## config.mk

```make
export PLATFORM = sky130hd
export DESIGN_NAME = sliding_anagram_matcher
export DESIGN_NICKNAME = d
export VERILOG_FILES = /design/src/rtl/sam_pkg.sv /design/src/rtl/sam_delay_line.sv /design/src/rtl/sam_balance_cells.sv /design/src/rtl/sliding_anagram_matcher.sv
export SDC_FILE = /design/constraint.sdc
export NUM_CORES = 2
export LEC_CHECK = 0
export BUFFER_PORTS_ARGS = -buffer_cell sky130_fd_sc_hd__buf_2
export CORE_ASPECT_RATIO = 1.1
export CORE_MARGIN = 1
export CORE_UTILIZATION = 53
export DETAILED_ROUTE_END_ITERATION = 7
export GPL_ROUTABILITY_DRIVEN = 0
export PLACE_DENSITY_LB_ADDON = 0.12
export SLEW_MARGIN = 10
export SYNTH_ARGS = -nofsm -noshare
export SYNTH_HDL_FRONTEND = slang
export SYNTH_SLANG_ARGS = --single-unit
```

## constraint.sdc

```tcl
create_clock -name clock -period 8.56 [get_ports clock]
set_input_delay 0.856 -clock clock [delete_from_list [all_inputs] [get_ports clock]]
set_output_delay 0.856 -clock clock [all_outputs]
set_load 0.01 [all_outputs]
```

## src/rtl/sam_pkg.sv

```systemverilog
// ----------------------------------------------------------------------------
// sam_pkg
// Types and codes shared by the sliding-window anagram matcher.
// ----------------------------------------------------------------------------
`timescale 1ns / 1ps

package sam_pkg;

   localparam int LETTER_BITS = 5;
   localparam int ACTION_BITS = 2;

   localparam logic [ACTION_BITS-1:0] ACT_BEGIN = 2'd0;
   localparam logic [ACTION_BITS-1:0] ACT_LOAD  = 2'd1;
   localparam logic [ACTION_BITS-1:0] ACT_SCAN  = 2'd2;
   localparam logic [ACTION_BITS-1:0] ACT_RSVD  = 2'd3;

   // One accepted step as seen by the delay line.
   typedef struct packed {
      logic                   clear;
      logic                   load;
      logic                   scan;
      logic [LETTER_BITS-1:0] letter;
   } step_type;

   // Controls into the balance counter row.
   typedef struct packed {
      logic                   clear;
      logic                   load;
      logic                   scan;
      logic                   leave_en;
      logic [LETTER_BITS-1:0] enter_letter;
      logic [LETTER_BITS-1:0] leave_letter;
   } cell_ctrl_type;

   // Class crossings reported by the balance counter row.
   typedef struct packed {
      logic new_class;   // load hit a class whose balance was zero
      logic gain;        // scan drove a class balance from one to zero
      logic loss;        // scan drove a class balance from zero to one
   } cell_status_type;

endpackage

```

## src/rtl/sam_delay_line.sv

```systemverilog
// ----------------------------------------------------------------------------
// sam_delay_line
// Circular letter store holding the recent text; prefetches the letter that
// leaves the window on the next scan item.
// ----------------------------------------------------------------------------
`timescale 1ns / 1ps

module sam_delay_line #(
   parameter int MAX_PATTERN = 64
) (
   input  logic                              clock,
   input  logic                              reset,
   input  sam_pkg::step_type                 step,
   output logic [sam_pkg::LETTER_BITS-1:0]   leave_letter
);

   localparam int PTR_BITS = (MAX_PATTERN > 1) ? $clog2(MAX_PATTERN) : 1;
   localparam logic [PTR_BITS-1:0] PTR_LAST = PTR_BITS'(MAX_PATTERN - 1);

   logic [sam_pkg::LETTER_BITS-1:0] mem [MAX_PATTERN];
   logic [PTR_BITS-1:0]             wr_ptr_ff, wr_ptr_in;
   logic [PTR_BITS-1:0]             rd_ptr_ff, rd_ptr_in;
   logic [sam_pkg::LETTER_BITS-1:0] rd_data_ff;

   // rd_ptr trails wr_ptr by the pattern length, modulo the depth
   always_comb begin
      wr_ptr_in = wr_ptr_ff;
      rd_ptr_in = rd_ptr_ff;
      if (step.clear) begin
         wr_ptr_in = '0;
         rd_ptr_in = '0;
      end else if (step.load) begin
         rd_ptr_in = (rd_ptr_ff == '0) ? PTR_LAST : rd_ptr_ff - 1'b1;
      end else if (step.scan) begin
         wr_ptr_in = (wr_ptr_ff == PTR_LAST) ? '0 : wr_ptr_ff + 1'b1;
         rd_ptr_in = (rd_ptr_ff == PTR_LAST) ? '0 : rd_ptr_ff + 1'b1;
      end
   end

   always_ff @(posedge clock) begin
      if (reset) begin
         wr_ptr_ff <= '0;
         rd_ptr_ff <= '0;
      end else begin
         wr_ptr_ff <= wr_ptr_in;
         rd_ptr_ff <= rd_ptr_in;
      end
   end

   // Read for the next item; forward the letter written in this cycle.
   always_ff @(posedge clock) begin
      if (step.scan) begin
         mem[wr_ptr_ff] <= step.letter;
      end
      if (step.scan && (rd_ptr_in == wr_ptr_ff)) begin
         rd_data_ff <= step.letter;
      end else begin
         rd_data_ff <= mem[rd_ptr_in];
      end
   end

   assign leave_letter = rd_data_ff;

endmodule

```

## src/rtl/sam_balance_cells.sv

```systemverilog
// ----------------------------------------------------------------------------
// sam_balance_cells
// One signed balance counter per letter class, with class crossing flags.
// ----------------------------------------------------------------------------
`timescale 1ns / 1ps

module sam_balance_cells #(
   parameter int ALPHABET_SIZE = 26,
   parameter int MAX_PATTERN   = 64
) (
   input  logic                     clock,
   input  logic                     reset,
   input  sam_pkg::cell_ctrl_type   ctrl,
   output sam_pkg::cell_status_type status
);

   // balance ranges over -MAX_PATTERN .. MAX_PATTERN
   localparam int BAL_BITS = $clog2(MAX_PATTERN + 1) + 1;
   localparam logic signed [BAL_BITS-1:0] BAL_ONE = BAL_BITS'(1);

   logic signed [BAL_BITS-1:0] bal_ff [ALPHABET_SIZE];
   logic signed [BAL_BITS-1:0] bal_in [ALPHABET_SIZE];
   logic [ALPHABET_SIZE-1:0]   enter_hit;
   logic [ALPHABET_SIZE-1:0]   leave_hit;

   always_comb begin
      status = '0;
      for (int i = 0; i < ALPHABET_SIZE; i++) begin
         enter_hit[i] = (int'(ctrl.enter_letter) == i);
         leave_hit[i] = ctrl.leave_en && (int'(ctrl.leave_letter) == i);
         bal_in[i]    = bal_ff[i];
         if (ctrl.clear) begin
            bal_in[i] = '0;
         end else if (ctrl.load) begin
            if (enter_hit[i]) begin
               bal_in[i] = bal_ff[i] + BAL_ONE;
               if (bal_ff[i] == '0) status.new_class = 1'b1;
            end
         end else if (ctrl.scan) begin
            // same letter entering and leaving cancels out
            if (enter_hit[i] && !leave_hit[i]) begin
               bal_in[i] = bal_ff[i] - BAL_ONE;
               if (bal_ff[i] == BAL_ONE) status.gain = 1'b1;
            end else if (leave_hit[i] && !enter_hit[i]) begin
               bal_in[i] = bal_ff[i] + BAL_ONE;
               if (bal_ff[i] == '0) status.loss = 1'b1;
            end
         end
      end
   end

   always_ff @(posedge clock) begin
      if (reset) begin
         for (int i = 0; i < ALPHABET_SIZE; i++) bal_ff[i] <= '0;
      end else begin
         for (int i = 0; i < ALPHABET_SIZE; i++) bal_ff[i] <= bal_in[i];
      end
   end

endmodule

```

## src/rtl/sliding_anagram_matcher.sv

```systemverilog
// ----------------------------------------------------------------------------
// sliding_anagram_matcher
// Sliding-window anagram search over a stream of letters.
// ----------------------------------------------------------------------------
// Usage:
//   req channel: tuser carries the action (begin, load, scan), tdata the
//   letter. A begin item clears the search; load items add pattern letters;
//   each scan item checks whether the last pattern-length letters form an
//   anagram of the pattern.
//   rsp channel: one item per valid scan item. tuser is the match flag,
//   tdata the start position of the matching window (zero when no match,
//   saturating at all ones).
//   Path: a scan item is taken into the input register, then passes once
//   through the counters into the result register; a stalled rsp side can
//   hold it in the input register in between.
//   Throughput: one item per cycle while the rsp side is not stalled; the
//   leaving letter is prefetched from the delay line memory ahead of its item.
//   Reset: clears all counters and both channel registers; the letter store
//   needs no clearing. A stalled rsp side holds its item while one more req
//   item waits in the input register, then req_tready drops.
// ----------------------------------------------------------------------------
`timescale 1ns / 1ps

module sliding_anagram_matcher #(
   parameter int MAX_PATTERN   = 64,
   parameter int ALPHABET_SIZE = 26,
   parameter int POSITION_BITS = 32
) (
   input  logic                                  clock,
   input  logic                                  reset,
   input  logic                                  req_tvalid,
   output logic                                  req_tready,
   input  logic [7:0]                            req_tdata,   // letter[4:0]
   input  logic [1:0]                            req_tuser,   // action[1:0]
   output logic                                  rsp_tvalid,
   input  logic                                  rsp_tready,
   output logic [((POSITION_BITS+7)/8)*8-1:0]    rsp_tdata,   // start_position
   output logic [0:0]                            rsp_tuser    // match
);

   localparam int RSP_DATA_BITS = ((POSITION_BITS + 7) / 8) * 8;
   localparam int LEN_BITS      = $clog2(MAX_PATTERN + 1);
   localparam int CLASS_BITS    = $clog2(ALPHABET_SIZE + 1);
   localparam int WIDE_BITS     = POSITION_BITS + LEN_BITS;
   localparam logic [POSITION_BITS-1:0] POS_MAX = '1;
   localparam logic [LEN_BITS-1:0]      LEN_MAX = LEN_BITS'(MAX_PATTERN);

   // input register
   logic                                  in_valid_ff;
   logic [sam_pkg::ACTION_BITS-1:0]       in_action_ff;
   logic [sam_pkg::LETTER_BITS-1:0]       in_letter_ff;

   // search state
   logic [LEN_BITS-1:0]      len_ff, len_in;
   logic [LEN_BITS-1:0]      fill_ff, fill_in;
   logic [CLASS_BITS-1:0]    needed_ff, needed_in;
   logic [CLASS_BITS-1:0]    satisfied_ff, satisfied_in;
   logic [POSITION_BITS-1:0] pos_ff, pos_in;
   logic                     started_ff, started_in;

   // result register
   logic                     rsp_valid_ff;
   logic                     rsp_match_ff, rsp_match_in;
   logic [POSITION_BITS-1:0] rsp_start_ff, rsp_start_in;

   logic                              advance;
   logic                              letter_ok;
   logic                              do_clear, do_load, do_scan;
   logic [sam_pkg::LETTER_BITS-1:0]   delayed_letter;
   logic [WIDE_BITS-1:0]              pos_wide, len_wide;
   sam_pkg::step_type                 step;
   sam_pkg::cell_ctrl_type            cell_ctrl;
   sam_pkg::cell_status_type          cell_status;

   assign advance    = in_valid_ff && (!rsp_valid_ff || rsp_tready);
   assign req_tready = !in_valid_ff || advance;
   assign letter_ok  = (int'(in_letter_ff) < ALPHABET_SIZE);

   always_comb begin
      do_clear = 1'b0;
      do_load  = 1'b0;
      do_scan  = 1'b0;
      unique case (in_action_ff)
         sam_pkg::ACT_BEGIN: do_clear = advance;
         sam_pkg::ACT_LOAD:  do_load  = advance && letter_ok && !started_ff &&
                                        (len_ff < LEN_MAX);
         sam_pkg::ACT_SCAN:  do_scan  = advance && letter_ok;
         sam_pkg::ACT_RSVD:  ;
         default:            ;
      endcase
   end

   always_ff @(posedge clock) begin
      if (reset) begin
         in_valid_ff <= 1'b0;
      end else if (req_tready) begin
         in_valid_ff <= req_tvalid;
      end
   end

   always_ff @(posedge clock) begin
      if (req_tready && req_tvalid) begin
         in_action_ff <= req_tuser;
         in_letter_ff <= req_tdata[sam_pkg::LETTER_BITS-1:0];
      end
   end

   assign step.clear  = do_clear;
   assign step.load   = do_load;
   assign step.scan   = do_scan;
   assign step.letter = in_letter_ff;

   sam_delay_line #(
      .MAX_PATTERN (MAX_PATTERN)
   ) u_delay (
      .clock        (clock),
      .reset        (reset),
      .step         (step),
      .leave_letter (delayed_letter)
   );

   // with an empty pattern the arriving letter leaves at once
   assign cell_ctrl.clear        = do_clear;
   assign cell_ctrl.load         = do_load;
   assign cell_ctrl.scan         = do_scan;
   assign cell_ctrl.leave_en     = do_scan && (fill_ff >= len_ff);
   assign cell_ctrl.enter_letter = in_letter_ff;
   assign cell_ctrl.leave_letter = (len_ff == '0) ? in_letter_ff : delayed_letter;

   sam_balance_cells #(
      .ALPHABET_SIZE (ALPHABET_SIZE),
      .MAX_PATTERN   (MAX_PATTERN)
   ) u_cells (
      .clock  (clock),
      .reset  (reset),
      .ctrl   (cell_ctrl),
      .status (cell_status)
   );

   always_comb begin
      len_in       = len_ff;
      fill_in      = fill_ff;
      needed_in    = needed_ff;
      satisfied_in = satisfied_ff;
      pos_in       = pos_ff;
      started_in   = started_ff;
      if (do_clear) begin
         len_in       = '0;
         fill_in      = '0;
         needed_in    = '0;
         satisfied_in = '0;
         pos_in       = '0;
         started_in   = 1'b0;
      end else if (do_load) begin
         len_in    = len_ff + 1'b1;
         needed_in = needed_ff + CLASS_BITS'(cell_status.new_class);
      end else if (do_scan) begin
         started_in   = 1'b1;
         satisfied_in = satisfied_ff + CLASS_BITS'(cell_status.gain)
                        - CLASS_BITS'(cell_status.loss);
         if (fill_ff < len_ff) fill_in = fill_ff + 1'b1;
         if (pos_ff != POS_MAX) pos_in = pos_ff + 1'b1;
      end
   end

   assign pos_wide = WIDE_BITS'(pos_in);
   assign len_wide = WIDE_BITS'(len_ff);

   always_comb begin
      rsp_match_in = (len_ff != '0) && (satisfied_in == needed_ff);
      rsp_start_in = '0;
      if (rsp_match_in) begin
         if (pos_in == POS_MAX) begin
            rsp_start_in = POS_MAX;
         end else if (pos_wide >= len_wide) begin
            rsp_start_in = POSITION_BITS'(pos_wide - len_wide);
         end
      end
   end

   always_ff @(posedge clock) begin
      if (reset) begin
         len_ff       <= '0;
         fill_ff      <= '0;
         needed_ff    <= '0;
         satisfied_ff <= '0;
         pos_ff       <= '0;
         started_ff   <= 1'b0;
         rsp_valid_ff <= 1'b0;
      end else begin
         len_ff       <= len_in;
         fill_ff      <= fill_in;
         needed_ff    <= needed_in;
         satisfied_ff <= satisfied_in;
         pos_ff       <= pos_in;
         started_ff   <= started_in;
         if (do_scan) begin
            rsp_valid_ff <= 1'b1;
         end else if (rsp_tready) begin
            rsp_valid_ff <= 1'b0;
         end
      end
   end

   always_ff @(posedge clock) begin
      if (do_scan) begin
         rsp_match_ff <= rsp_match_in;
         rsp_start_ff <= rsp_start_in;
      end
   end

   assign rsp_tvalid = rsp_valid_ff;
   assign rsp_tdata  = RSP_DATA_BITS'(rsp_start_ff);
   assign rsp_tuser  = rsp_match_ff;

endmodule

```

# == Yosys cells after proc, flatten, opt, wreduce, memory -nomap -nowiden ==
# Memories as Yosys holds them, arrays and structs flattened. A register that Yosys moved wholly into a read port is not among the register bits.
# Index checks and enable logic that the tools add are counted.
# classes
addsub,62
shift,0
magnitude_cmp,5
mul,0
n_eq_ne,83
n_div,0
n_mux,493
reduce_logical,178
bitwise,27
# op_table
operator,count
two-way mux 8 bit,182
two-way mux 1 bit,217
adder 8 x 2 -> 8 bit (second input constant),26
equality test 8 x 2 -> 1 bit (second input constant),26
zero test 8 bit,26
subtractor 8 x 2 -> 8 bit (second input constant),26
two-way mux 32 bit,6
equality test 5 bit (second input constant),32
two-way mux 2 bit,52
logical AND 1 bit,85
two-way mux 3 bit,26
equality test 5 x 4 -> 1 bit (second input constant),12
zero test 1 bit,55
two-way mux 6 bit,6
adder 32 x 1 -> 32 bit (second input constant),1
equality test 32 bit (second input constant),1
greater-or-equal comparator 32 x 7 -> 1 bit,1
!= test 32 bit (second input constant),1
subtractor 32 x 7 -> 32 bit,1
OR 1 bit,26
equality test 5 x 3 -> 1 bit (second input constant),4
two-way mux 5 bit,4
adder 7 x 1 -> 7 bit (second input constant),2
adder 6 x 1 -> 6 bit (second input constant),2
other kinds (23),28
# word_totals
regBits,111
mem_count,2
word_cells,864
ram_bits,528
out_inout_bits,35
latchBits,0
mem_bits_ro,0
# mem_list
name,words,word_bits,rd,rd_ports_with_merged_regs,write_ports,line_no,rtl
u_delay.mem,64,5,1,1,1,sam_delay_line.sv:20,logic [sam_pkg::LETTER_BITS-1:0] mem [MAX_PATTERN];
u_cells.bal_ff,26,8,26,0,26,sam_balance_cells.sv:21,logic signed [BAL_BITS-1:0] bal_ff [ALPHABET_SIZE];

# == Logic depth before layout (Yosys ltp) ==
# logic_depth
ltp_word,170
mapped_depth,34
depth_no_buf,28

# == Cells and area by module ==
# A second synthesis with hierarchy kept.
# unflattened
hier_cells,3327
hier_area_um2,35673.0
# by_module_without_submodules
module,n_inst,cells_each,seq_area_each_um2,area_each_um2
sam_balance_cells,1,1913,4164.0,15965.3
sam_delay_line,1,719,9969.6,13534.2
sliding_anagram_matcher,1,695,2382.3,6173.4

# == Least setup slack after synthesis ==
# No wires, ideal clock.
# synth_path
path_kind,reg-to-reg
start,register in_letter_ff[1] in the netlist's numbering
end,"register rsp_start_ff[3] (netlist: rsp_tdata[3]), data pin"
period_less_slack_ns,7.219
required_ns,8.391
arrival_time_ns,7.050
path_stages_with_launch,27
path_slack_ns,1.341
path_buffers,4
setup_ns,0.169
cell_sequence,edfxtp_1 -> o211ai_1 -> nand4_1 -> inv_1 -> clkbuf_1 -> clkbuf_1 -> buf_1 -> nand3_1 -> o41ai_1 -> nor4_1 -> nand4_1 -> ha_1 -> inv_1 -> ha_1 -> inv_1 -> fa_1 -> nor2b_1 -> o21ai_0 -> and3_1 -> o21ai_0 -> xor2_1 -> a21oi_1 -> o311a_1 -> or3_1 -> or4_1 -> clkbuf_1 -> o31ai_1
# synth_rtl
element,line_no,rtl
start: declaration,sliding_anagram_matcher.sv:51,logic [sam_pkg::LETTER_BITS-1:0] in_letter_ff;
start signal: assignment,sliding_anagram_matcher.sv:104,in_letter_ff <= req_tdata[sam_pkg::LETTER_BITS-1:0];
end signal: assignment,sliding_anagram_matcher.sv:208,rsp_start_ff <= rsp_start_in;
end: declaration,sliding_anagram_matcher.sv:64,"logic [POSITION_BITS-1:0] rsp_start_ff, rsp_start_in;"

==> qor.yml <==
status: "finished with violations"
violations: "DRC"
ios: 49
syn_to_final_growth_pct: 9.969
worstPathArrival_ns: 8.48
synth-async-reset-ratio_pct: 0
drv_cap: 0
coreArea_um2: 65480
drt-wirelength-per-cell_um: 21.43
grt_max_degree: 200
root_buffer: "clkbuf_16"
clk_pin_slew_ns: 0.06
yosysTopAreaCell: "edfxtp_1"
hpwlAfterDp_um: 66200
regArea_um2: 16520
max_freq_mhz: 125.0
synth.distinct_cells: 93
insertedDiodeCount: 0
synth_top_area_share_pct: 30.63
die_w_um: 248.0
setup-violations-final: 0
synth_nets: 3760
hp-class: "input port to register"
grtUsageTotal_pct: 28.55
cts_setup_buffers: 0
postRouteAntennaNets: 0
grt_pass1_vias: 27607
crit_required_ns: 9.04
period_share_pct: 93.44
layout-drive-gt1-share_pct: 8.645
grt_use_met3_pct: 4.645
synth_common_cells: "365 x nor2_1, 360 x edfxtp_1, 307 x nand2_1, 285 x dfxtp_1, 258 x mux2i_1"
use_met1_pct: 37.14
multi_input_area_um2: 17700
post_cts_resized: 0
worstMarginPinSlew_ns: 1.234
drt_iter0_drc: 3156
drv_slew: 0
crit_fanout: 28
busiest_layer: "met2"
hold_viol: 0
fillers: 5518
syn-mean-instance-area_um2: 9.704
fin_hold_ws_ns: 0.3823
drt-total-wl_um: 97300
cts_sinks: 645
grt_use_met2_pct: 46.80
synth_most_common_cell: "nor2_1"
clockBufferDepth: 3
cts_hold_buffers: 0
fin_nets: 3762
rows: 98
die_y_um: 272.7
hold_start: "req_tdata[2]"
end_kind: "register"
cts_tree: "yes"
period_needed_ns: 7.998
synthFlopType: "edfxtp_1"
yosysWarnings: 0
drc: 1
ir_drop_v: 0.0002280
worstSetupPathType: "register to register"
h-tree-depth: 3
rsz0062_at_grt: "no"
routed_via_density: 6.434
seq_area_frac_synth_pct: 46.80
synth_seq_cells: 645
die_area_um2: 67630
netlist_area_um2: 35290
max_slew_margin_pct: 17.20
port_buffers: 45
start_kind: "register"
synth.area.top_cells: "edfxtp_1 31%, dfxtp_1 16%, mux2i_1 7.3%"
synthCells: 3637
vias: 29211
cts_made_buffers: 69
power.density_nw_per_um2: 175.8
synth_enable_flop_cells: 360
grt_pass1_wl_um: 152300
fin_skew_ns: 0.04113
dr.pass1.iters: 8
p_leak_nw: 12.99
antenna_found_initial: 1
grt_overflow: 0
fin_tns_setup_ns: 0
initial_core_util_pct: 53.90
clk_latency_ns: 0.65
-- worst max-delay path, cell delays in order (launching register included) --
cell and delay, ns:
dfxtp_1 0.52, buf_4 0.32, nor2b_2 0.13, buf_12 0.19, a22oi_1 0.16, nand2_1 0.09, o31ai_1 0.89, o21ai_0 0.34
a221o_1 0.47, o21ai_0 0.57, nor2_1 0.12, nor4_1 0.30, a31o_2 0.20, ha_1 0.25, inv_1 0.07, ha_1 0.15
inv_1 0.05, fa_1 0.38, nor2b_1 0.16, o21ai_0 0.11, and3_1 0.19, o21ai_0 0.18, xor2_1 0.28, a21oi_1 0.11
o311a_1 0.32, or3_1 0.45, or4_1 0.67, o21ai_0 0.14
-- power by group --
part	total (W)	switching, W	leakage, nW	internal, W
sequential	0.00329	0.0000187	5.54	0.00327
clock	0.00311	0.00131	1.15	0.00179
combinational	0.000422	0.000293	6.29	0.000130
total	0.00682	0.00162	13.0	0.00520
-- state kept, by name, summed over array words and instances (netlist names), 2 cells and up, named ones only --
register	flops
fill_ff	7
u_delay.rd_ptr_ff	6
pos_ff	32
u_delay.mem	320
in_action_ff	2
satisfied_ff	5
len_ff	7
u_delay.wr_ptr_ff	6
u_cells.bal_ff	208
rsp_tdata	32
in_letter_ff	5
needed_ff	5
-- path summary, 6_finish.rpt --
check	end	slack, ns	depth (start not counted)
min	in_letter_ff[2]	0.38	1
max reg2reg	rsp_tdata[2]	0.56	27
max	rsp_tdata[2]	0.56	27
min reg2reg	u_cells.bal_ff[6][7]	0.47	2
-- per-stage QoR --
step	instance area [um^2]	util (%)	worst slack, ns	std cells	power (W)
finish	38810	59.28	0.5618	4540	0.006821
global route	38810	59.28	0.1716	4540	0.007020
CTS	38810	59.27	0.7269	4540	0.006869
detailed placement	36430	55.63	0.7591	4418	0.003771
global placement	36430	55.63	0.7724	4418	0.003761
floorplan	35290	-	1.341	3637	0.003625
-- layout make-up --
type	instances	share of cell area, %
repair buffers	114	2.044
multi-input cells	2714	45.60
inverters	95	0.9188
clock inverters	36	1.309
flip-flops and latches	645	42.56
well taps	850	2.740
clock buffers	86	4.823
-- cells by family after synthesis --
kind of cell,count (synthesis),synth area share (%)
adders and majority gates,109,3.907
AOI/OAI and AO/OA,661,12.10
DFF,645,46.80
xor gates and xnor gates,120,2.978
and+or+nand+nor,1530,22.03
buffers and inverters,278,3.219
muxes,294,8.976
-- cell usage in the layout, fill, tap and decap left out, drive strengths merged, types with 10 or more instances in the layout --
cell type  netlist  layout
a21oi          248     248
edfxtp         360     360
xor2            48      48
nor2           365     365
o211ai          15      15
nand3b          10      10
and4            14      14
nand4           70      70
or3            173     173
nand2b          19      19
clkinv           0      25
a2111o          15      15
mux2i          258     258
nor4            46      46
nand4b          31      31
and2            16      16
a211oi          53      53
dfxtp          285     285
clkbuf         118      86
inv             95      96
nor2b           30      30
a311oi          12      12
o21ai          137     137
or2             10      10
a22oi           36      36
mux2            20      20
xnor2           72      72
buf             65     114
a31oi           30      30
and3            62      62
mux4            16      16
or4             34      34
nand3          195     195
o31ai           20      20
nand2          307     307
ha             107     107
nor3           119     119
-- layer usage --
metal,vias to the layer above,wire (um)
met2,1242,45970
met4,0,4057
li1,13554,-
met1,14149,39920
met3,266,7355
met5,-,0
Note: power is estimated with default switching activity, not from simulation.
